===== config.mk =====
export PLATFORM = sky130hd
export DESIGN_NAME = drrd_queue
export DESIGN_NICKNAME = d
export VERILOG_FILES = /design/src/design/drrd_pkg.sv /design/src/design/drrd_queue.sv
export SDC_FILE = /design/constraint.sdc
export NUM_CORES = 1
export LEC_CHECK = 0
export BUFFER_PORTS_ARGS = -buffer_cell sky130_fd_sc_hd__clkbuf_2
export CAP_MARGIN = 20
export CORE_ASPECT_RATIO = 0.75
export CORE_MARGIN = 1.5
export CORE_UTILIZATION = 35
export CTS_BUF_LIST = sky130_fd_sc_hd__clkbuf_16
export DETAILED_ROUTE_END_ITERATION = 7
export GPL_TIMING_DRIVEN = 0
export SETUP_SLACK_MARGIN = 0.2
export SYNTH_ARGS = -nofsm -noshare
export SYNTH_HDL_FRONTEND = slang
export SYNTH_SLANG_ARGS = --single-unit

===== constraint.sdc =====
create_clock -name i_clk -period 2.2 [get_ports i_clk]
set_clock_uncertainty 0.1 [all_clocks]
set_input_delay 0.33 -clock i_clk [delete_from_list [all_inputs] [get_ports i_clk]]
set_output_delay 0.33 -clock i_clk [all_outputs]
set_load 0.02 [all_outputs]

===== src/design/drrd_pkg.sv =====
// ----------------------------------------------------------------------------
// drrd_pkg
// Shared types and constants for the dirty row run detector.
// ----------------------------------------------------------------------------
package drrd_pkg;

    localparam logic [31:0] FNV_BASIS = 32'd2166136261;
    localparam logic [31:0] FNV_PRIME = 32'd16777619;

    localparam int ROW_W   = 10;
    localparam int Q_DEPTH = 4;
    localparam int Q_AW    = 2;

    typedef enum logic [1:0] {
        KIND_VERDICT = 2'd0,
        KIND_RUN     = 2'd1,
        KIND_DONE    = 2'd2
    } t_kind;

    // Row event handed from front to back
    typedef struct packed {
        logic [31:0]      hash;
        logic [ROW_W-1:0] row;
        logic             beyond;
        logic             full;
        logic             fstart;
        logic             rend;
        logic             fend;
    } t_entry;

    typedef struct packed {
        t_kind       kind;
        logic [8:0]  row_index;
        logic        row_changed;
        logic [11:0] run_start;
        logic [3:0]  run_count;
        logic [11:0] rows_written;
        logic        overflow;
        logic        last;
    } t_result;

endpackage


===== src/design/drrd_queue.sv =====
// ----------------------------------------------------------------------------
// drrd_queue
// Short FIFO of row events between the front and the back.
// ----------------------------------------------------------------------------
module drrd_queue
    import drrd_pkg::*;
(
    input  logic   i_clk,
    input  logic   i_rst_n,
    input  logic   i_push,
    input  t_entry i_entry,
    output logic   o_ready,
    output logic   o_valid,
    output t_entry o_entry,
    input  logic   i_pop
);

    t_entry          r_mem [Q_DEPTH];
    logic [Q_AW-1:0] r_wp, r_rp;
    logic [Q_AW:0]   r_cnt;
    logic            w_do_pop;

    assign o_ready  = (r_cnt != (Q_AW+1)'(Q_DEPTH));
    assign o_valid  = (r_cnt != '0);
    assign o_entry  = r_mem[r_rp];
    assign w_do_pop = i_pop && o_valid;

    always_ff @(posedge i_clk) begin
        if (i_push) begin
            r_mem[r_wp] <= i_entry;
        end
    end

    always_ff @(posedge i_clk) begin
        if (!i_rst_n) begin
            r_wp  <= '0;
            r_rp  <= '0;
            r_cnt <= '0;
        end else begin
            if (i_push) begin
                r_wp <= r_wp + 1'b1;
            end
            if (w_do_pop) begin
                r_rp <= r_rp + 1'b1;
            end
            r_cnt <= r_cnt + (Q_AW+1)'(i_push) - (Q_AW+1)'(w_do_pop);
        end
    end

endmodule


== Word level (Yosys, flattened, before mapping) ==
Memories as Yosys holds them, arrays and structs flattened. A register that Yosys moved wholly into a read port is not among the register bits.
Cells that the tools add are included.

* Equality and inequality tests: 1
* Muxes and demuxes: 4
* Reduce and logical (&&, ||, !) cells: 2
* Add/subtract/negate cells: 4

{| class="wikitable"
|+ Operator list
! kind !! number
|-
| $add 2x1->2 const B || 2
|-
| $mux 2 || 2
|-
| $add 3x1->3 || 1
|-
| $ne 3x3->1 const B || 1
|-
| $reduce_bool 3->1 || 1
|-
| $sub 3x1->3 || 1
|-
| $mux 1 || 2
|-
| $logic_and 1x1->1 || 1
|}

* Register bits after elaboration: 7
* Memories kept: 1
* Input port bits: 51
* Memory bits (writable): 188
* Output and inout port bits: 49

{| class="wikitable"
|+ Memory list
! memory !! words !! bits a word !! read ports !! clocked after Yosys merged registers in !! write ports !! line !! RTL
|-
| r_mem || 4 || 47 || 1 || 1 || 1 || drrd_queue.sv:18 || <nowiki>t_entry r_mem [Q_DEPTH];</nowiki>
|}

== Longest topological paths before layout ==
Gate-level depths: netlist of run 1.

* Depth in word-level cells: 4
* Mapped depth: 8
* Mapped depth without buffers: 8

== Least setup slack after synthesis of run 1 ==
No wires, ideal clock.

* Path kind: register -> register
* From: reg r_wp[0]
* To: mem r_mem[2][0] (netlist bit), enable pin
* Setup time: 0.409 ns
* Path slack: 0.025 ns
* Buffers on the path: 0
* Stages on the path, launching flop included: 4
* Arrival: 1.666 ns
* Path through: dfxtp_1 -> inv_1 -> ha_1 -> and2_1

{| class="wikitable"
|+ RTL lines
! item !! line !! RTL
|-
| start, declared || drrd_queue.sv:19 || <nowiki>logic [Q_AW-1:0] r_wp, r_rp;</nowiki>
|-
| start signal, assigned || drrd_queue.sv:41 || <nowiki>r_wp <= r_wp + 1'b1;</nowiki>
|-
| end, declared || drrd_queue.sv:18 ||
|}

No word-level cell before the write port.

==> flow_summary.json, run 1 <==
{
  "synthAdderAreaFrac": 0.0131,
  "ys_types": 22,
  "nets": 485,
  "grt_antenna_before_repair": 0,
  "cts_tree": "done",
  "synthCells": 290,
  "ys_async_sr_fraction": 0,
  "placementRows": 45,
  "hold_start": "i_entry[38]",
  "synth_area_leader_cell": "edfxtp_1",
  "finalHoldViolCount": 0,
  "yosys-top-cells-area": "edfxtp_1 78%, mux4_2 15%, dfxtp_1 2.5%, ha_1 1.0%, buf_12 0.83%",
  "tightest_slew_ps": 492,
  "overflow": 0,
  "first_pass_iters": 4,
  "endpoint_kind": "output pin",
  "slew_viol_final": 0,
  "ys_warn_count": 0,
  "worstPathArrival_ps": 1770,
  "preCtsSetupSlack_ps": 109,
  "area_delta_synth_final_pct": 28.4,
  "worst_slack_ps": -4.94,
  "violations": "setup timing",
  "die_y_um": 128,
  "h-tree-depth": 4,
  "wl_per_cell_um": 18.4,
  "worst_hold_path.num_cells": 1,
  "setup_viol": 2,
  "crit_required_ps": 1770,
  "synth-simple-area-share": 0.0124,
  "ant_nets": 0,
  "clock_latency_ps": 430,
  "outcome": "complete, but fails checks",
  "grt_pass1_vias": 3654,
  "grt_pass1_wl_um": 20300,
  "synthFlopType": "edfxtp_1",
  "syn-cell-area_um2": 7280,
  "layout.cells.non_filler": 721,
  "synth-xor-area-share": 0.00430,
  "fin_area_um2": 9350,
  "ys_top_cells_by_count": "188 x edfxtp_1, 47 x mux4_2, 9 x dfxtp_1",
  "drc_errors": 0,
  "synth-compound-area-share": 0.00241,
  "maxCapViolCount": 0,
  "power_mw": 10.2,
  "worstSetupPathType": "reg -> out",
  "yosysMostFrequentCell": "edfxtp_1",
  "ioPinCount": 100,
  "crit_path_start_kind": "flop",
  "period_minus_slack_ps": 2200,
  "gp_congestion": 0.700,
  "layout-drive-gt1-share": 0.481,
  "port_buffers": 99,
  "rr_startpoint": "r_cnt[0]$_SDFF_PN0_",
  "rsz0062_at_grt": "yes",
  "r2r_slack_ps": 240,
  "fillers": 1717,
  "core_area_um2": 20300,
  "ir_worst_vdd_mv": 0.640,
  "root_buffer": "clkbuf_16",
  "vias": 3348,
  "cts_buffers": 17,
  "r2r_end": "r_cnt[2]$_SDFF_PN0_",
  "max-slew-margin-rel": 0.668,
  "drt_iter0_drc": 229,
  "die_area_um2": 21700,
  "dpl_cell_area_um2": 8210,
  "dp.cells": 675,
  "power_density_nw_per_um2": 1090,
  "postRouteWirelength_um": 13200,
  "synth_seq_cells": 197,
  "min_period_over_period": 1.00,
  "dp_hpwl_um": 8070,
  "layout.area.seq_um2": 5830,
  "die_x_um": 170,
  "antenna_cells": 0,
  "hold_class": "in -> reg",
  "hold_end": "r_mem[0][38]$_DFFE_PP_",
  "grt_max_degree": 26,
  "multi_input_area_um2": 1350,
  "path_max_fanout": 8,
  "avgSynthCellArea_um2": 25.1,
  "clock_tree.buffer_depth": 2,
  "cts.sinks": 197,
  "clkSlewWorstSetupHoldPaths_ps": 70,
  "start_util": 0.358,
  "syn_nets": 348,
  "synth_edf_count": 188,
  "via_per_inst": 4.64,
  "total_leakage_power_nw": 3.19,
  "worst_r2r_path_depth": 8,
  "synth_top_area_frac": 0.776,
  "timing.fmax_mhz": 454,
  "muxShareOfSynthArea": 0.151,
  "synth_top_family_by_area": "multiplexers",
  "yosysSeqAreaShare": 0.800,
  "grt_usage": 0.131
}
## worst max-delay path by stage
stage / end / slack (ps)
floorplan: r_cnt[2]$_SDFF_PN0_ / 230
global placement: r_mem[0][22]$_DFFE_PP_ / 20
detailed placement: r_cnt[2]$_SDFF_PN0_ / 110
CTS: o_entry[31] / -40
global route: o_entry[45] / -80
finish: o_entry[27] / -5
## cell usage in the layout (no fill, tap or decap), drive strengths merged
cell type    synthesis  layout
and2                 6       6
buf                  9      62
bufinv               0       3
clkbuf               1      79
clkinv               0       4
clkinvlp             0       2
dfxtp                9       9
dlygate4sd3          0       4
edfxtp             188     188
fa                   1       1
ha                   6       6
inv                  5      10
mux2i                4       4
mux4                47      47
nand2                3       3
nand2b               2       2
nor2                 1       1
nor2b                3       3
o311ai               1       1
o31a                 1       1
or3                  1       1
xnor3                1       1
xor2                 1       1
## routing by layer
layer	global-route usage	share of wire	vias up
met5	0	0	-
met1	0.167	0.45	1757
met3	0.0463	0.051	13
li1	-	-	1499
met4	0.0396	0.010	0
met2	0.212	0.48	79
## registers in the layout, indices dropped and copies added (netlist names), named ones only
signal	count
r_wp	2
r_rp	2
r_mem	188
r_cnt	3
## metrics by stage
| step | util | hold slack [ps] | TNS, ps |
|---|---|---|---|
| after floorplan | - | 329 | 0 |
| after global placement | 0.400 | 370 | 0 |
| after detailed placement | 0.404 | 374 | 0 |
| after CTS | 0.445 | 1.83 | -389 |
| after global routing | 0.460 | -1.96 | -2290 |
| final | 0.460 | 19.4 | -5.75 |
## worst max-delay path, cell delays in order, from the launching register on
cell,delay (ps)
dfxtp_4,360
buf_12,160
clkbuf_16,170
mux4_2,510
buf_6,150
## what timing repair did
| action | CTS | global route |
|---|---|---|
| hold buffers | 4 | 0 |
| resized for setup | 34 | 114 |
| setup buffers | 4 | 3 |
| gates cloned | 1 | 3 |
| pin swaps | 1 | 1 |
| setup endpoints to repair | 49 | 144 |
| hold endpoints to repair | 9 | 0 |
## logic make-up (layout without fill, tap and decap cells)
family / count (synthesis) / after routing
xor+xnor: 2 / 2
compound gates: 2 / 2
simple gates: 16 / 16
buf+inv: 15 / 164
fa+ha+maj: 7 / 7
mux: 51 / 51
flops: 197 / 197
## final cells by class
class | count | area share
Multi-Input combinational cell | 78 | 0.144
Sequential cell | 197 | 0.624
Timing Repair Buffer | 118 | 0.113
Inverter | 5 | 0.00201
Buffer | 10 | 0.0145
Tap cell | 282 | 0.0378
Clock buffer | 17 | 0.0455
Clock inverter | 14 | 0.0185
## power breakdown
group          internal (mW)  switching [mW]
registers               4.33          0.0732
logic                   1.44            1.19
clock network           1.80            1.35
total                   7.57            2.61
(Power assumes the default switching activity.)
==> run 2, diff against run 1 <==
- SKIP_CTS_REPAIR_TIMING: unset -> 1
==> run 2 against run 1 <==
  * The run still ends with setup timing left
  * Global-route usage down 0.10 points
  * Via count down 1.0%
  * Setup slack worse by 7.8 ps
  * Core utilization down 1.8 points
  * Highest routed layer unchanged
  * Clock-buffer cell count unchanged
  * Largest power group unchanged
  * Critical endpoint is now o_entry[25]
==> flow_summary.json, run 2 (synthesis results as in run 1) <==
{
  "ir_worst_vdd_mv": 0.614,
  "reg_top3": "r_mem (188), r_cnt (3)",
  "area_delta_synth_final_pct": 23.4,
  "endpoint_kind": "output pin",
  "cts.sinks": 197,
  "h-tree-depth": 4,
  "mostFrequentLayoutCells": "188 x edfxtp_1, 71 x clkbuf_2, 47 x mux4_2",
  "via_per_inst": 4.63,
  "combinationalPowerShare": 0.223,
  "p_sw_mw": 2.53,
  "finalHoldViolCount": 0,
  "first_pass_iters": 4,
  "hold_start": "i_entry[34]",
  "fillers": 1756,
  "ioPinCount": 100,
  "overflow": 0,
  "root_buffer": "clkbuf_16",
  "tightest_slew_ps": 492,
  "p_int_mw": 7.19,
  "hold_end": "r_mem[2][34]$_DFFE_PP_",
  "power_density_nw_per_um2": 1080,
  "crit_required_ps": 1770,
  "antenna_cells": 0,
  "max-slew-margin-rel": 0.668,
  "rsz0062_at_grt": "yes",
  "cts_tree": "done",
  "seq_power_share": 0.454,
  "clkSlewWorstSetupHoldPaths_ps": 70,
  "path_max_fanout": 10,
  "layout_commonest_cell": "edfxtp_1",
  "die_area_um2": 21700,
  "port_buffers": 99,
  "nets": 479,
  "period_minus_slack_ps": 2210,
  "regMostFlops": "r_mem",
  "cts_buffers": 17,
  "grt_pass1_vias": 3609,
  "ant_nets": 0,
  "drc_errors": 0,
  "grt_max_degree": 26,
  "worstPathArrival_ps": 1780,
  "r2r_slack_ps": 230,
  "die_y_um": 128,
  "setup_viol": 4,
  "slew_viol_final": 0,
  "preCtsSetupSlack_ps": 109,
  "postRouteWirelength_um": 12900,
  "grt_usage": 0.130,
  "core_area_um2": 20300,
  "min_period_over_period": 1.01,
  "vias": 3314,
  "worst_slack_ps": -12.7,
  "p_clk_frac": 0.324,
  "grt_pass1_wl_um": 20100,
  "largest_reg_flops": 188,
  "worstSetupPathType": "reg -> out",
  "r2r_end": "r_cnt[2]$_SDFF_PN0_",
  "rr_startpoint": "r_cnt[2]$_SDFF_PN0_",
  "outcome": "complete, but fails checks",
  "violations": "setup timing",
  "die_x_um": 170,
  "clock_tree.buffer_depth": 2,
  "placementRows": 45,
  "maxCapViolCount": 0,
  "worst_hold_path.num_cells": 1,
  "dp_hpwl_um": 8070,
  "clock_latency_ps": 430,
  "grt_antenna_before_repair": 0,
  "total_leakage_power_nw": 3.06,
  "crit_path_start_kind": "flop",
  "start_util": 0.358,
  "layout-drive-gt1-share": 0.480,
  "gp_congestion": 0.700,
  "timing.fmax_mhz": 452,
  "worst_r2r_path_depth": 8,
  "sw_frac_of_total": 0.260,
  "drt_iter0_drc": 205,
  "wl_per_cell_um": 18.0,
  "hold_class": "in -> reg",
  "power_mw": 9.72
}
run 2: layout make-up:
type                    count  area, um^2  area share
plain buffers              10         134      0.0149
clock buffers              17         425      0.0474
clock inverters            14         173      0.0192
inverters                   5        18.8     0.00209
multi-input cells          78        1350       0.150
flip-flops and latches    197        5830       0.649
well taps                 282         353      0.0393
repair buffers            112         702      0.0781
run 2: per-stage QoR:
step                cell area, um^2   util  TNS, ps  hold slack (ps)  cells
detailed placement             8210  0.404        0              374    675
finish                         8980  0.442    -38.1             16.0    715
global placement               8130  0.400        0              370    671
CTS                            8810  0.433    -7530            -1.54    706
floorplan                      7280      -        0              329    290
global route                   8980  0.442    -2590          0.00247    715
run 2: worst max-delay path: stages, from the launching register on:
cell and delay, ps:
dfxtp_2 350, buf_12 150, buf_12 160, mux4_2 510
buf_2 180
run 2: power by group through the flow:
| stage | combinational, mW | sequential (mW) | clock [mW] |
|---|---|---|---|
| 2_1_floorplan | 1.42 | 4.46 | 0 |
| 3_3_place_gp | 1.98 | 4.47 | 0 |
| 3_5_place_dp | 2.03 | 4.48 | 0 |
| 4_1_cts | 2.03 | 4.40 | 3.22 |
| 5_1_grt | 2.34 | 4.43 | 3.37 |
| 6_report | 2.16 | 4.41 | 3.15 |
run 2: worst max-delay path by stage:
stage | start | end | cells past startpoint
after CTS | flop | o_entry[15] | 4
after global routing | flop | o_entry[31] | 4
after detailed placement | r_cnt[1]$_SDFF_PN0_ | r_cnt[2]$_SDFF_PN0_ | 8
after floorplan | r_cnt[1]$_SDFF_PN0_ | r_cnt[2]$_SDFF_PN0_ | 8
after global placement | r_wp[0]$_SDFFE_PN0P_ | r_mem[0][22]$_DFFE_PP_ | 3
final | flop | o_entry[25] | 4
run 2: routing by layer:
metal	wire [um]	part of all wire	vias to the layer above	track usage
li1	-	-	1484	-
met1	5800	0.45	1739	0.167
met2	6260	0.49	76	0.208
met3	674	0.052	15	0.0457
met4	163	0.013	0	0.0396
met5	0	0	-	0
==> run 3, diff against run 2 <==
--- a/config.mk
+++ b/config.mk
@@ -14,4 +14,5 @@
 export DETAILED_ROUTE_END_ITERATION = 7
 export GPL_TIMING_DRIVEN = 0
+export RECOVER_POWER = 50
 export SETUP_SLACK_MARGIN = 0.2
 export SKIP_CTS_REPAIR_TIMING = 1
==> constraint.sdc (replaced) <==
create_clock -name i_clk -period 1.75 [get_ports i_clk]
set_clock_uncertainty 0.1 [all_clocks]
set_input_delay 0.2625 -clock i_clk [delete_from_list [all_inputs] [get_ports i_clk]]
set_output_delay 0.2625 -clock i_clk [all_outputs]
set_load 0.1 [all_outputs]
==> run 3 against run 2 <==
  * The flow still finishes with violations (setup timing)
  * Non-clock buffer count up 40
  * Core utilization increased by 3.8 points
  * Die area unchanged
  * Setup slack got worse by 470 ps
  * Largest power group is now combinational logic
  * Power rose by 55%
  * Critical path depth stayed put
  * Flip-flop and latch count stayed put
==> flow_summary.json, run 3 (synthesis results as in run 1) <==
{
  "grt_pass1_wl_um": 19700,
  "fin_area_um2": 9760,
  "largest_reg_flops": 188,
  "gp_congestion": 0.649,
  "area_delta_synth_final_pct": 34.1,
  "crit_family": "multiplexers",
  "clock_tree.buffer_depth": 2,
  "tightest_slew_ps": 561,
  "maxCapViolCount": 0,
  "nets": 535,
  "outcome": "complete, but fails checks",
  "hold_start": "i_rst_n",
  "timing.fmax_mhz": 447,
  "cts_buffers": 17,
  "die_x_um": 170,
  "postRouteWirelength_um": 15600,
  "clkSlewWorstSetupHoldPaths_ps": 70,
  "drt_iter0_drc": 249,
  "layout_commonest_cell": "edfxtp_1",
  "hold_class": "in -> reg",
  "start_util": 0.358,
  "die_y_um": 128,
  "slew_viol_final": 0,
  "holdWs_ps": 74.3,
  "mostFrequentLayoutCells": "188 x edfxtp_1, 48 x clkbuf_1, 47 x mux4_2, 47 x dlygate4sd3_1, 45 x buf_6",
  "port_buffers": 99,
  "critPathBufInv": 3,
  "regMostFlops": "r_mem",
  "rr_startpoint": "r_cnt[2]$_SDFF_PN0_",
  "crit_path_max_incr_delay_ps": 540,
  "die_area_um2": 21700,
  "cts_tree": "done",
  "power_mw": 15.1,
  "cp_slowest_cell": "mux4_2",
  "endpoint_kind": "output pin",
  "dp_hpwl_um": 7450,
  "ant_nets": 0,
  "vias": 3621,
  "max-slew-margin-rel": 0.626,
  "cp_cell_sequence": "buf_12, buf_12, mux4_2, buf_6",
  "clock_latency_ps": 430,
  "via_per_inst": 4.69,
  "h-tree-depth": 4,
  "crit_top_cell": "buf_12",
  "grt_pass1_vias": 3560,
  "setup_viol": 49,
  "worstSetupPathType": "reg -> out",
  "total_leakage_power_nw": 3.25,
  "dpl_cell_area_um2": 8160,
  "drc_errors": 0,
  "path_max_fanout": 10,
  "crit_path_start_kind": "flop",
  "grt_antenna_before_repair": 0,
  "worstPathArrival_ps": 1870,
  "grt_max_degree": 48,
  "preCtsSetupSlack_ps": -377,
  "finalHoldViolCount": 0,
  "cts.sinks": 197,
  "grt_usage": 0.127,
  "core_area_um2": 20300,
  "placementRows": 45,
  "multi_input_area_um2": 1540,
  "fillers": 1688,
  "ir_worst_vdd_mv": 1.24,
  "violations": "setup timing",
  "min_period_over_period": 1.28,
  "layout-drive-gt1-share": 0.355,
  "root_buffer": "clkbuf_16",
  "reg_top3": "r_mem (188), r_cnt (3)",
  "period_minus_slack_ps": 2240,
  "rsz0062_at_grt": "yes",
  "worst_slack_ps": -487,
  "power_density_nw_per_um2": 1540,
  "ioPinCount": 100,
  "overflow": 0,
  "crit_required_ps": 1390,
  "wl_per_cell_um": 20.2,
  "layout.area.seq_um2": 5830,
  "antenna_cells": 0,
  "first_pass_iters": 4
}
[run 3: cell count changes in the layout (fill, tap and decap cells not counted), sizes merged]
cell,change
clkbuf,-18
dlygate4sd3,+46
clkinvlp,-2
bufinv,-2
clkinv,+3
inv,+2
and2,+16
buf,+12
[run 3: report_power, final]
part / internal (mW) / switching (mW) / total [mW] / leakage [nW]
Clock: 2.00 / 1.76 / 3.76 / 0.289
Sequential: 5.45 / 0.119 / 5.57 / 1.80
Combinational: 1.90 / 3.83 / 5.73 / 1.16
[run 3: through the flow]
step | cells | setup TNS (ps) | utilization
floorplan | 290 | -1210 | -
CTS | 703 | -42120 | 0.430
detailed placement | 671 | -17960 | 0.401
finish | 772 | -20200 | 0.480
global route | 772 | -23290 | 0.480
global placement | 671 | -13270 | 0.401
[run 3: path summary, 6_finish.rpt]
check                        end  slack [ps]  cells past startpoint
max reg2reg  r_cnt[2]$_SDFF_PN0_        -250                      8
min reg2reg                 flop         380                      2
min          r_cnt[1]$_SDFF_PN0_          70                      2
max                  o_entry[23]        -490                      4
[run 3: layout make-up]
class | instances | share of cell area
clock buffers | 17 | 0.0436
plain buffers | 10 | 0.0133
inverters | 5 | 0.00192
flip-flops and latches | 197 | 0.598
repair buffers | 152 | 0.135
multi-input cells | 94 | 0.158
well taps | 282 | 0.0361
clock inverters | 15 | 0.0150
[run 3: per-layer routing]
metal  GRT usage  wire [um]  vias to the layer above
met5           0          0                        -
met3      0.0352        594                       16
met4      0.0422        184                        0
met1       0.165       7150                     1895
met2       0.210       7680                       99
li1            -          -                     1611
