## config.mk

```make
export PLATFORM = sky130hd
export DESIGN_NAME = drrd_front_flat
export DESIGN_NICKNAME = d
export VERILOG_FILES = /design/src/design/drrd_pkg.sv /design/src/design/drrd_if.sv /design/src/design/drrd_front.sv /design/src/flat_wrapper.sv
export SDC_FILE = /design/constraint.sdc
export NUM_CORES = 1
export LEC_CHECK = 0
export BUFFER_PORTS_ARGS = -buffer_cell sky130_fd_sc_hd__buf_2
export CORE_ASPECT_RATIO = 1.4
export CORE_MARGIN = 1.5
export CORE_UTILIZATION = 32
export CTS_BUF_LIST = sky130_fd_sc_hd__clkbuf_16
export CTS_CLUSTER_DIAMETER = 100
export CTS_CLUSTER_SIZE = 14
export DETAILED_ROUTE_END_ITERATION = 8
export MAX_ROUTING_LAYER = met4
export PLACE_DENSITY = 0.55
export SETUP_SLACK_MARGIN = 0.05
export SLEW_MARGIN = 25
export SYNTH_ARGS = -nofsm -noshare
export SYNTH_HDL_FRONTEND = slang
export SYNTH_SLANG_ARGS = --single-unit
export TNS_END_PERCENT = 5
```

## constraint.sdc

```tcl
create_clock -name i_clk -period 11.15 [get_ports i_clk]
set_clock_uncertainty 0.05 [all_clocks]
set_input_delay 1.115 -clock i_clk [delete_from_list [all_inputs] [get_ports i_clk]]
set_output_delay 1.115 -clock i_clk [all_outputs]
set_load 0.05 [all_outputs]
```

## src/design/drrd_pkg.sv

```systemverilog
// ----------------------------------------------------------------------------
// drrd_pkg
// Shared types and constants for the dirty row run detector.
// ----------------------------------------------------------------------------
package drrd_pkg;

    localparam logic [31:0] FNV_BASIS = 32'd2166136261;
    localparam logic [31:0] FNV_PRIME = 32'd16777619;

    localparam int ROW_W   = 10;
    localparam int Q_DEPTH = 4;
    localparam int Q_AW    = 2;

    typedef enum logic [1:0] {
        KIND_VERDICT = 2'd0,
        KIND_RUN     = 2'd1,
        KIND_DONE    = 2'd2
    } t_kind;

    // Row event handed from front to back
    typedef struct packed {
        logic [31:0]      hash;
        logic [ROW_W-1:0] row;
        logic             beyond;
        logic             full;
        logic             fstart;
        logic             rend;
        logic             fend;
    } t_entry;

    typedef struct packed {
        t_kind       kind;
        logic [8:0]  row_index;
        logic        row_changed;
        logic [11:0] run_start;
        logic [3:0]  run_count;
        logic [11:0] rows_written;
        logic        overflow;
        logic        last;
    } t_result;

endpackage

```

## src/design/drrd_if.sv

```systemverilog
// ----------------------------------------------------------------------------
// drrd_if
// Valid/ready stream interfaces for the input words and the results.
// ----------------------------------------------------------------------------
interface drrd_in_if;
    logic        valid;
    logic        ready;
    logic [31:0] data_word;
    logic        unit_kind;
    logic        frame_start;
    logic        force_full;
    logic        row_end;
    logic        frame_end;

    modport source (
        output valid, data_word, unit_kind, frame_start, force_full, row_end, frame_end,
        input  ready
    );
    modport sink (
        input  valid, data_word, unit_kind, frame_start, force_full, row_end, frame_end,
        output ready
    );
endinterface


```

## src/design/drrd_front.sv

```systemverilog
// ----------------------------------------------------------------------------
// drrd_front
// Accepts words, runs the FNV-1a hash chain, tracks frame and row position
// and pushes one event per frame start or row end into the queue.
// ----------------------------------------------------------------------------
module drrd_front
    import drrd_pkg::*;
#(
    parameter int STORE_ROWS     = 512,
    parameter int REFRESH_PERIOD = 64
) (
    input  logic          i_clk,
    input  logic          i_rst_n,
    drrd_in_if.sink       i_in,
    input  logic          i_q_ready,
    output logic          o_push,
    output t_entry        o_entry
);

    logic [31:0]      r_hash, n_hash;
    logic [ROW_W-1:0] r_row, n_row;
    logic             r_past, n_past;
    logic             r_sv, n_sv;
    logic             r_full, n_full;
    logic [5:0]       r_fc, n_fc;

    logic             w_acc;
    logic             w_sv0;
    logic [6:0]       w_fc_inc;
    logic [31:0]      w_h0, w_hx, w_hm;
    logic [ROW_W-1:0] w_row0;
    logic             w_past0;
    logic             w_rend;

    assign i_in.ready = i_q_ready;
    assign w_acc      = i_in.valid && i_in.ready;
    assign w_rend     = i_in.row_end || i_in.frame_end;
    assign o_push     = w_acc && (i_in.frame_start || w_rend);

    assign w_h0 = i_in.frame_start ? FNV_BASIS : r_hash;
    assign w_hx = w_h0 ^ (i_in.unit_kind ? {24'd0, i_in.data_word[7:0]} : i_in.data_word);
    assign w_hm = w_hx * FNV_PRIME;

    always_comb begin
        w_sv0    = (i_in.frame_start && i_in.force_full) ? 1'b0 : r_sv;
        w_fc_inc = {1'b0, r_fc} + 7'd1;
        w_row0   = i_in.frame_start ? '0 : r_row;
        w_past0  = i_in.frame_start ? 1'b0 : r_past;

        n_sv   = w_sv0;
        n_full = r_full;
        n_fc   = r_fc;
        if (i_in.frame_start) begin
            n_full = !w_sv0 || (r_fc == 6'd0);
            n_fc   = (w_fc_inc >= 7'(REFRESH_PERIOD)) ? 6'd0 : w_fc_inc[5:0];
        end

        n_hash = w_hm;
        n_row  = w_row0;
        n_past = w_past0;
        if (w_rend) begin
            n_hash = FNV_BASIS;
            if (w_row0 == {ROW_W{1'b1}}) begin
                n_past = 1'b1;
            end else begin
                n_row = w_row0 + 1'b1;
            end
        end
        if (i_in.frame_end) begin
            n_sv   = 1'b1;
            n_row  = '0;
            n_past = 1'b0;
        end

        o_entry.hash   = w_hm;
        o_entry.row    = w_row0;
        o_entry.beyond = w_past0 || ({1'b0, w_row0} >= 11'(STORE_ROWS));
        o_entry.full   = n_full || !w_sv0;
        o_entry.fstart = i_in.frame_start;
        o_entry.rend   = w_rend;
        o_entry.fend   = i_in.frame_end;
    end

    always_ff @(posedge i_clk) begin
        if (!i_rst_n) begin
            r_hash <= FNV_BASIS;
            r_row  <= '0;
            r_past <= 1'b0;
            r_sv   <= 1'b0;
            r_full <= 1'b0;
            r_fc   <= '0;
        end else if (w_acc) begin
            r_hash <= n_hash;
            r_row  <= n_row;
            r_past <= n_past;
            r_sv   <= n_sv;
            r_full <= n_full;
            r_fc   <= n_fc;
        end
    end

endmodule

```

## src/flat_wrapper.sv

```systemverilog
// flat-port wrapper written by rule: the top's interface ports become plain ports
module drrd_front_flat import drrd_pkg::*;
#(
    parameter int STORE_ROWS     = 512,
    parameter int REFRESH_PERIOD = 64
)
  (i_clk, i_rst_n, i_q_ready, o_push, o_entry, i_in_valid, i_in_data_word, i_in_unit_kind, i_in_frame_start, i_in_force_full, i_in_row_end, i_in_frame_end, i_in_ready);
  drrd_in_if i_in_i ();
  input  logic i_clk;
  input  logic i_rst_n;
  input  logic i_q_ready;
  output logic o_push;
  output t_entry o_entry;
  input wire logic [$bits(i_in_i.valid)-1:0] i_in_valid;
  input wire logic [$bits(i_in_i.data_word)-1:0] i_in_data_word;
  input wire logic [$bits(i_in_i.unit_kind)-1:0] i_in_unit_kind;
  input wire logic [$bits(i_in_i.frame_start)-1:0] i_in_frame_start;
  input wire logic [$bits(i_in_i.force_full)-1:0] i_in_force_full;
  input wire logic [$bits(i_in_i.row_end)-1:0] i_in_row_end;
  input wire logic [$bits(i_in_i.frame_end)-1:0] i_in_frame_end;
  output wire logic [$bits(i_in_i.ready)-1:0] i_in_ready;
  assign i_in_i.valid = i_in_valid;
  assign i_in_i.data_word = i_in_data_word;
  assign i_in_i.unit_kind = i_in_unit_kind;
  assign i_in_i.frame_start = i_in_frame_start;
  assign i_in_i.force_full = i_in_force_full;
  assign i_in_i.row_end = i_in_row_end;
  assign i_in_i.frame_end = i_in_frame_end;
  assign i_in_ready = i_in_i.ready;
  drrd_front #(.STORE_ROWS(STORE_ROWS), .REFRESH_PERIOD(REFRESH_PERIOD)) u_core (.i_clk(i_clk), .i_rst_n(i_rst_n), .i_in(i_in_i), .i_q_ready(i_q_ready), .o_push(o_push), .o_entry(o_entry));
endmodule
```

-- Yosys cells after proc, flatten, opt, wreduce, memory -nomap -nowiden
Cells that the tools add are included.
- add/sub/neg operators: 2
- multipliers: 1
- div/mod/pow operators: 0
- magnitude comparators: 2
- equal/unequal tests: 1
- shifts and indexed selects: 0
- multiplexer cells: 15
- bitwise gates (word level): 1
- reductions and logical operators: 11
- operators with widths (operator ; count):
    2-to-1 mux 32 bit ; 3
    2-to-1 mux 10 bit ; 4
    multiplier 32 x 25 -> 32 bit, second input constant ; 1
    bitwise XOR 32 bit ; 1
    adder 10 x 1 -> 10 bit, second input constant ; 1
    == test 10 bit, second input constant ; 1
    >= comparator 10 bit, second input constant ; 1
    adder 6 x 1 -> 7 bit, second input constant ; 1
    >= comparator 7 bit, second input constant ; 1
    2-to-1 mux 1 bit ; 7
    zero test 6 bit ; 1
    2-to-1 mux 6 bit ; 1
    logical OR 1 bit ; 5
    logical AND 1 bit ; 3
    AND reduction 2 bit ; 1
    zero test 1 bit ; 1
- register bits: 51
- bits in latches: 0
- bits in writable memories: 0
- memory bits (read-only): 0
- memories: 0

-- Longest topological paths before layout
Gate-level depths: netlist of the first run.
- depth in word-level cells: 6
- mapped depth: 28

-- Least setup slack after synthesis of the first run
Ideal clock, no wire load.
- path type: input to output
- start point: input i_in_frame_start
- end point: output o_entry[45] in the netlist's numbering
- arrival: 7.932 ns
- data required time: 9.985 ns
- setup slack: 2.053 ns
- stages: 23
- cells stage by stage: buf_2 > buf_2 > buf_1 > nor2_1 > xnor2_1 > ha_1 > ha_1 > ha_1 > ha_1 > fa_1 > ha_1 > inv_1 > fa_1 > inv_1 > ha_1 > nand3_1 > o211ai_1 > a31oi_1 > o31ai_2 > a41oi_2 > nor4_1 > a2111o_1 > xor2_1
- RTL lines (item ; RTL line ; source):
    from (decl) ; flat_wrapper.sv:17 ; input wire logic [$bits(i_in_i.frame_start)-1:0] i_in_frame_start;
    to (decl) ; flat_wrapper.sv:13 ; output t_entry o_entry;

==> results of run 1 <==
[registers in the layout (all words and copies together), names as in the netlist]
register	cells
u_core.r_full	1
u_core.r_sv	1
u_core.r_past	1
u_core.r_hash	32
u_core.r_row	10
u_core.r_fc	6
[worst max-delay path, stage by stage]
cell       delay, ns
buf_2           0.49
nor2b_1         0.13
xnor2_1         0.70
inv_1           0.19
ha_1            0.34
ha_1            0.27
inv_1           0.05
fa_1            0.46
inv_1           0.07
ha_1            0.14
inv_1           0.05
fa_1            0.55
fa_1            0.43
fa_1            0.54
inv_1           0.04
ha_1            0.35
nand3_1         0.30
a2111oi_2       0.65
o2111ai_1       0.29
a31oi_1         0.23
xnor2_1         0.18
buf_2           0.31
[routing by layer]
| metal | GRT usage | vias up | share of wire |
|---|---|---|---|
| li1 | - | 3374 | - |
| met1 | 0.204 | 3249 | 0.43 |
| met2 | 0.320 | 113 | 0.52 |
| met3 | 0.0224 | 22 | 0.034 |
| met4 | 0.0405 | 0 | 0.024 |
| met5 | - | - | 0 |
[cell usage after synthesis (12+ instances only)]
library cell,count
a21oi_1,33
a22oi_1,18
and2_1,12
clkbuf_1,14
dfxtp_1,51
fa_1,74
ha_1,177
inv_1,192
nand2_1,39
nand2b_1,18
nand3_1,20
nor2_1,58
nor2b_1,63
o21ai_0,30
xnor2_1,76
xor2_1,15
[area by class of cell]
class / instances / area [µm²]
Antenna cell: 1 / 2.50
Multi-Input combinational cell: 725 / 6740
Tap cell: 324 / 405
Timing Repair Buffer: 95 / 490
Fill cell: 2751 / 16700
Clock inverter: 3 / 31.3
Sequential cell: 51 / 1020
Clock buffer: 5 / 125
Inverter: 193 / 724
[kinds of logic after synthesis]
| group | Yosys count | share of synthesized area |
|---|---|---|
| AOI/OAI and AO/OA | 138 | 0.110 |
| xor gates and xnor gates | 92 | 0.0946 |
| muxes | 1 | 0.00116 |
| buffers and inverters | 219 | 0.0986 |
| DFF | 51 | 0.119 |
| and+or+nand+nor | 243 | 0.147 |
| adders and majority gates | 251 | 0.430 |
[path summary, 6_finish.rpt]
check | start | end | slack (ns) | depth (start not counted)
max | i_in_frame_start | o_entry[46] | 2.05 | 22
max reg2reg | u_core.r_hash[16]$_SDFFE_PN0P_ | u_core.r_hash[31]$_SDFFE_PN1P_ | 4.50 | 22
min reg2reg | u_core.r_hash[11]$_SDFFE_PN1P_ | u_core.r_hash[11]$_SDFFE_PN1P_ | 0.42 | 2
min | u_core.r_hash[11]$_SDFFE_PN1P_ | u_core.r_hash[11]$_SDFFE_PN1P_ | 0.42 | 2
[per-stage QoR]
stage | cells | utilization | setup slack (ns)
2_1_floorplan | 995 | - | 2.05
3_3_place_gp | 1388 | 0.357 | 1.99
3_5_place_dp | 1388 | 0.357 | 2.04
4_1_cts | 1396 | 0.363 | 2.03
5_1_grt | 1397 | 0.363 | 1.68
6_report | 1397 | 0.363 | 2.05
==> flow_summary.toml, run 1 <==
[synth]
yosysTopAreaCell = "ha_1"
seq_area_frac_synth = 0.119
syn_inst = 995
synth.net_count = 1287
synth_enable_flop_cells = 0
synth.area.top_cells = "ha_1, fa_1, dfxtp_1, inv_1, xnor2_1"
netlist_area_um2 = 8590
yosysWarnings = 0
synth-async-reset-ratio = 0
ys.flop_type = "dfxtp_1"
synth_top_area_share = 0.258
synth-seq-cells = 51
synth_cell_types = 62
syn_area_per_cell_um2 = 8.64

[clock_network]
cts_htree_levels = 2
holdBufCountCts = 0
cts_buffers = 5
clk_pin_slew_ns = 0.09
clk_latency_ns = 0.31
cts_resized = 0
post_cts_buffers = 0
cts_tree = "yes"
cts-root-buf = "clkbuf_16"
cts_max_path_buffers = 2
cts.sinks = 51

[sta]
min_period_ns = 9.10
final.period_utilization = 0.816
tightest_slew_ns = 0.849
maxSlewHeadroom = 0.430
max_freq_ghz = 0.110
fin_worst_hold_slack_ns = 0.421
fin_setup_tns_ns = 0
finalSetupViolations = 0
rsz0062_at_grt = "no"
hold_violations = 0
report.final.slew_viol_count = 0

[placed_design]
io_buffers = 89
gp_routability_congestion = 0.885
place_hpwl_um = 19400
placed_area_um2 = 9370

[die]
dieArea_um2 = 27900
die_h_um = 197
core.rowCount = 70
chipWidth_um = 141
core_um2 = 26300
start_util = 0.327
ios = 90

[setup_path]
crit_arrival_ns = 7.94
critPathKind = "primary input to primary output"
required_ns = 9.99
critPathMaxFanout = 31
crit_path_start_kind = "primary input"
end_kind = "primary output"

[routing]
first_iter_violations = 273
drtPass1Iterations = 6
wl_per_cell_um = 16.5
postRouteAntennaNets = 0
via_per_inst = 4.84
wirelength_um = 23100
vias = 6758
drc = 0

[grt]
antenna_found_initial = 1
grt_pass1_wl_um = 36700
grt.overflow.total = 0
grt_max_degree = 47
grt_pass1_vias = 6975
grt.total_usage = 0.176

[finish]
drive_above_1_share = 0.118
fin_nets = 1363
syn2layout_area_growth_pct = 11.0
final_cell_mix = "inv_1, ha_1, buf_2, xnor2_1, fa_1"
layout_commonest_cell = "inv_1"
final_cell_area_um2 = 9540

[run]
max_cap_viol_count = 0

[min_path]
hp-class = "flip-flop to flip-flop"

[outcome]
status = "finished, final reports clean"
Power of run 1 is not shown: default switching activity piles up to over one toggle a cycle in this logic, so the estimate is an artifact.
==> run 2, diff against run 1 <==
--- a/config.mk
+++ b/config.mk
@@ -14,7 +14,7 @@
 export CTS_CLUSTER_SIZE = 14
 export DETAILED_ROUTE_END_ITERATION = 8
 export MAX_ROUTING_LAYER = met4
-export PLACE_DENSITY = 0.55
+export PLACE_DENSITY = 0.56
 export SETUP_SLACK_MARGIN = 0.05
 export SLEW_MARGIN = 25
 export SYNTH_ARGS = -nofsm -noshare
==> constraint.sdc (replaced) <==
create_clock -name i_clk -period 7.4 [get_ports i_clk]
set_clock_uncertainty 0.05 [all_clocks]
set_input_delay 0.74 -clock i_clk [delete_from_list [all_inputs] [get_ports i_clk]]
set_output_delay 0.74 -clock i_clk [all_outputs]
set_load 0.05 [all_outputs]
==> run 2 against run 1 <==
- sequential share of layout area shrank 0.84 points
- first-iteration DRC count up 2.6%
- highest routed layer unchanged
- non-clock buffer count increased by 61
- worst setup slack got worse by 1.8 ns
- critical endpoint is now o_entry[45]
- sequential cell count unchanged
==> flow_summary.toml, run 2 (same netlist as run 1, synthesis figures left out) <==
[routing]
wirelength_um = 24800
postRouteAntennaNets = 0
first_iter_violations = 280
drc = 0
wl_per_cell_um = 17.0
via_per_inst = 4.82
drtPass1Iterations = 4
vias = 7027

[die]
ios = 90
chipWidth_um = 141
core.rowCount = 70
core_um2 = 26300
dieArea_um2 = 27900
start_util = 0.327
die_h_um = 197

[finish]
final_cell_area_um2 = 10400
regMostFlops = "u_core.r_hash"
final_cell_mix = "inv_1, ha_1, buf_2, fa_1"
largest_reg_flops = 32
syn2layout_area_growth_pct = 20.5
reg_top3 = "u_core.r_hash (32), u_core.r_row (10), u_core.r_fc (6)"
layout_commonest_cell = "inv_1"
drive_above_1_share = 0.194
fin_nets = 1424

[grt]
grt_pass1_vias = 7579
antenna_found_initial = 2
grt_max_degree = 47
grt_pass1_wl_um = 39600
grt.total_usage = 0.190
grt.overflow.total = 0

[setup_path]
critPathKind = "primary input to primary output"
crit_path_start_kind = "primary input"
required_ns = 6.61
critPathMaxFanout = 7
end_kind = "primary output"
r2r_slack_ns = 1.55
crit_arrival_ns = 6.36

[run]
max_cap_viol_count = 0

[clock_network]
cts-root-buf = "clkbuf_16"
cts_tree = "yes"
cts_max_path_buffers = 2
holdBufCountCts = 0
cts.sinks = 51
cts_htree_levels = 2
clk_latency_ns = 0.32
cts_buffers = 5
clk_pin_slew_ns = 0.08

[placed_design]
io_buffers = 89
placed_area_um2 = 9880
gp_routability_congestion = 0.872
place_hpwl_um = 20800

[sta]
finalSetupViolations = 0
report.final.slew_viol_count = 0
min_period_ns = 7.15
hold_violations = 0
final.period_utilization = 0.966
fin_setup_tns_ns = 0
tightest_slew_ns = 0.757
rsz0062_at_grt = "yes"
maxSlewHeadroom = 0.495
max_freq_ghz = 0.140

[min_path]
hp-class = "flip-flop to flip-flop"

[outcome]
status = "finished, final reports clean"
[run 2: stage by stage]
| stage | cells | hold slack (ns) | setup slack [ns] | utilization |
|---|---|---|---|---|
| CTS | 1453 | 0.427 | 0.0150 | 0.385 |
| finish | 1458 | 0.423 | 0.253 | 0.394 |
| global placement | 1444 | 0.404 | -0.189 | 0.376 |
| detailed placement | 1444 | 0.411 | -0.253 | 0.376 |
| global route | 1458 | 0.455 | -0.00386 | 0.394 |
| floorplan | 995 | 0.387 | -0.207 | - |
[run 2: final cells by class]
| type | instances | area [µm²] |
|---|---|---|
| Tap cell | 324 | 405 |
| Clock inverter | 3 | 27.5 |
| Antenna cell | 1 | 2.50 |
| Multi-Input combinational cell | 725 | 7020 |
| Inverter | 193 | 724 |
| Timing Repair Buffer | 156 | 1030 |
| Fill cell | 2705 | 15900 |
| Sequential cell | 51 | 1020 |
| Clock buffer | 5 | 125 |
[run 2: final timing paths]
kind,from,end,depth (start not counted)
max reg2reg,u_core.r_hash[19]$_SDFFE_PN1P_,u_core.r_hash[30]$_SDFFE_PN0P_,19
min reg2reg,u_core.r_hash[11]$_SDFFE_PN1P_,u_core.r_hash[11]$_SDFFE_PN1P_,2
min,u_core.r_hash[11]$_SDFFE_PN1P_,u_core.r_hash[11]$_SDFFE_PN1P_,2
max,i_in_frame_start,o_entry[45],20
[run 2: metal layers]
metal,vias up,GRT usage,share of wire
li1,3495,-,-
met1,3360,0.214,0.42
met2,135,0.345,0.52
met3,37,0.0267,0.038
met4,0,0.0599,0.028
met5,-,-,0
[run 2: what timing repair did]
item	in CTS	in global routing
pin swaps	4	11
gates resized for setup	15	47
setup endpoints to repair	10	12
setup buffers	1	4
[run 2: critical path, stage by stage]
cell and delay, ns:
buf_2 0.16, buf_12 0.14, nor2_1 0.06, xnor2_1 0.54
ha_1 0.36, ha_1 0.31, fa_1 0.54, ha_1 0.15
inv_1 0.06, fa_1 0.56, fa_1 0.46, fa_1 0.55
inv_1 0.04, ha_1 0.38, a21oi_1 0.16, o21ai_0 0.12
and3_1 0.21, a2111o_1 0.45, xor2_2 0.17, buf_6 0.18
Power of run 2 is left out for the same reason.
==> run 3, diff against run 2 <==
--- a/config.mk
+++ b/config.mk
@@ -6,15 +6,16 @@
 export NUM_CORES = 1
 export LEC_CHECK = 0
 export BUFFER_PORTS_ARGS = -buffer_cell sky130_fd_sc_hd__buf_2
+export CELL_PAD_IN_SITES_DETAIL_PLACEMENT = 0
+export CELL_PAD_IN_SITES_GLOBAL_PLACEMENT = 1
 export CORE_ASPECT_RATIO = 1.4
 export CORE_MARGIN = 1.5
-export CORE_UTILIZATION = 32
-export CTS_BUF_LIST = sky130_fd_sc_hd__clkbuf_16
+export CORE_UTILIZATION = 42
 export CTS_CLUSTER_DIAMETER = 100
 export CTS_CLUSTER_SIZE = 14
 export DETAILED_ROUTE_END_ITERATION = 8
 export MAX_ROUTING_LAYER = met4
-export PLACE_DENSITY = 0.56
+export PLACE_DENSITY = 0.85
 export SETUP_SLACK_MARGIN = 0.05
 export SLEW_MARGIN = 25
 export SYNTH_ARGS = -nofsm -noshare
==> run 3 against run 2 <==
- first-iteration DRC count is 5.7% higher
- hold slack better by 0.0043 ns
- non-clock buffer count is 12 lower
- final area down 2.4%
- critical path depth increased by 4
- die area fell by 23%
- global-route usage up 3.7 points
- utilization increased by 11 points
- sequential share of layout area up 0.25 points
- sequential cell count is the same
- worst setup slack got worse by 0.097 ns
- critical path type unchanged
==> flow_summary.toml, run 3 (same netlist as run 1, synthesis figures left out) <==
[finish]
final_cell_area_um2 = 10100
fin_nets = 1412
largest_reg_flops = 32
layout_commonest_cell = "inv_1"
drive_above_1_share = 0.189
syn2layout_area_growth_pct = 17.5
final_cell_mix = "inv_1, ha_1, buf_2, fa_1, xnor2_1"
regMostFlops = "u_core.r_hash"
diodes = 0
reg_top3 = "u_core.r_hash (32), u_core.r_row (10), u_core.r_fc (6)"

[die]
start_util = 0.430
chipWidth_um = 124
die_h_um = 172
core.rowCount = 61
ios = 90
core_um2 = 20000
dieArea_um2 = 21300

[sta]
setup_slack_ns = 0.156
tightest_slew_ns = 0.980
finalSetupViolations = 0
final.period_utilization = 0.979
rsz0062_at_grt = "yes"
min_period_ns = 7.24
hold_violations = 0
fin_setup_tns_ns = 0
max_freq_ghz = 0.138
report.final.slew_viol_count = 0
maxSlewHeadroom = 0.343

[grt]
grt.met3_usage = 0.0284
grt_pass1_wl_um = 36000
use_met1 = 0.268
grtUsageMet2 = 0.397
grt.total_usage = 0.228
grt.busiest_layer = "met2"
grt_max_degree = 47
grt.overflow.total = 0
antenna_found_initial = 0
grt_pass1_vias = 7134

[routing]
drtPass1Iterations = 4
via_per_inst = 5.12
first_iter_violations = 296
wl_per_cell_um = 16.4
postRouteAntennaNets = 0
wirelength_um = 22500
vias = 7027
drc = 0

[setup_path]
critPathKind = "primary input to primary output"
required_ns = 6.61
max_stage_delay_ns = 0.52
crit_top_cell = "ha_1"
critPathMaxFanout = 12
crit_path_start_kind = "primary input"
crit_chain = "clkbuf_4 > buf_4 > nand2b_1 > xnor2_1 > ha_1 > ha_1 > fa_1 > ha_1 > fa_1 > ha_1 > inv_1 > fa_1 > inv_1 > ha_1 > a2111oi_4 > nand2_1 > nand4_1 > a2111oi_2 > buf_4 > o2111ai_2 > nand2_1 > nor2_1 > xnor2_2 > buf_4"
critPathTopFamily = "adder cells"
end_kind = "primary output"
path_buf_inv = 6
crit_arrival_ns = 6.45
cpMaxStageDelayCell = "fa_1"

[run]
max_cap_viol_count = 0

[placed_design]
preCtsSetupSlack_ns = -0.256
place_hpwl_um = 18900
io_buffers = 89
placed_area_um2 = 9670
gp_routability_congestion = 0.904

[outcome]
status = "finished, final reports clean"

[clock_network]
cts.sinks = 51
clk_pin_slew_ns = 0.07
clk_latency_ns = 0.32
cts_tree = "yes"
cts_buffers = 5
cts-root-buf = "clkbuf_16"
cts_htree_levels = 2
holdBufCountCts = 0
cts_max_path_buffers = 2

[min_path]
hp-class = "flip-flop to flip-flop"
==> run 3: changes by cell type in the layout (fill, tap and decap cells not counted), sizes merged <==
cell / before / now
buf: 154 / 141
clkbuf: 7 / 9
clkinv: 1 / 0
diode: 1 / 0
==> run 3: final timing paths <==
path / cells after the start / slack [ns] / end / startpoint
worst min-delay path: 2 / 0.43 / u_core.r_hash[11]$_SDFFE_PN1P_ / u_core.r_hash[11]$_SDFFE_PN1P_
worst max register to register: 24 / 1.51 / u_core.r_hash[31]$_SDFFE_PN1P_ / u_core.r_hash[4]$_SDFFE_PN0P_
worst max-delay path: 24 / 0.16 / o_entry[44] / i_in_frame_start
worst min register to register: 2 / 0.43 / u_core.r_hash[11]$_SDFFE_PN1P_ / u_core.r_hash[11]$_SDFFE_PN1P_
==> run 3: through the flow <==
stage               utilization  hold WS (ns)  instances
finish                    0.505         0.427       1373
global placement          0.484         0.404       1359
floorplan                     -         0.387        995
global route              0.505         0.444       1373
detailed placement        0.484         0.413       1359
CTS                       0.495         0.427       1369
==> run 3: what timing repair did <==
item	CTS	global route
buffers inserted	2	4
pin swaps	1	9
endpoints found under the setup margin	9	13
cloned	0	0
resized for setup	10	43
==> run 3: cell type report <==
class                      instances  area [µm²]
fill                            1976        9900
multi-input combinational        725        6990
sequential                        51        1020
timing repair buffer             144         905
inverter                         193         724
tap                              252         315
clock buffer                       6         129
clock inverter                     2        16.3
==> run 3: worst reg2reg max path, stage by stage, from the launching register on <==
cell	delay [ns]
dfxtp_1	0.33
nor2b_2	0.19
xnor2_2	0.15
inv_1	0.09
buf_4	0.17
ha_1	0.28
ha_1	0.30
fa_1	0.44
ha_1	0.24
fa_1	0.49
ha_1	0.29
inv_1	0.05
fa_1	0.53
inv_1	0.04
ha_1	0.44
nand2_1	0.18
nand2_1	0.10
nand4_1	0.13
a2111oi_2	0.29
buf_4	0.20
o2111ai_2	0.17
a31oi_2	0.28
xnor2_2	0.11
nor2_1	0.11
o21ai_1	0.10
==> run 3: routing by layer <==
layer | vias to the layer above | share of wire | wire length [µm]
met5 | - | 0 | 0
met4 | 0 | 0.038 | 856
met3 | 42 | 0.037 | 821
met2 | 134 | 0.51 | 11400
met1 | 3384 | 0.42 | 9440
li1 | 3467 | - | -
Power of run 3 is left out for the same reason.
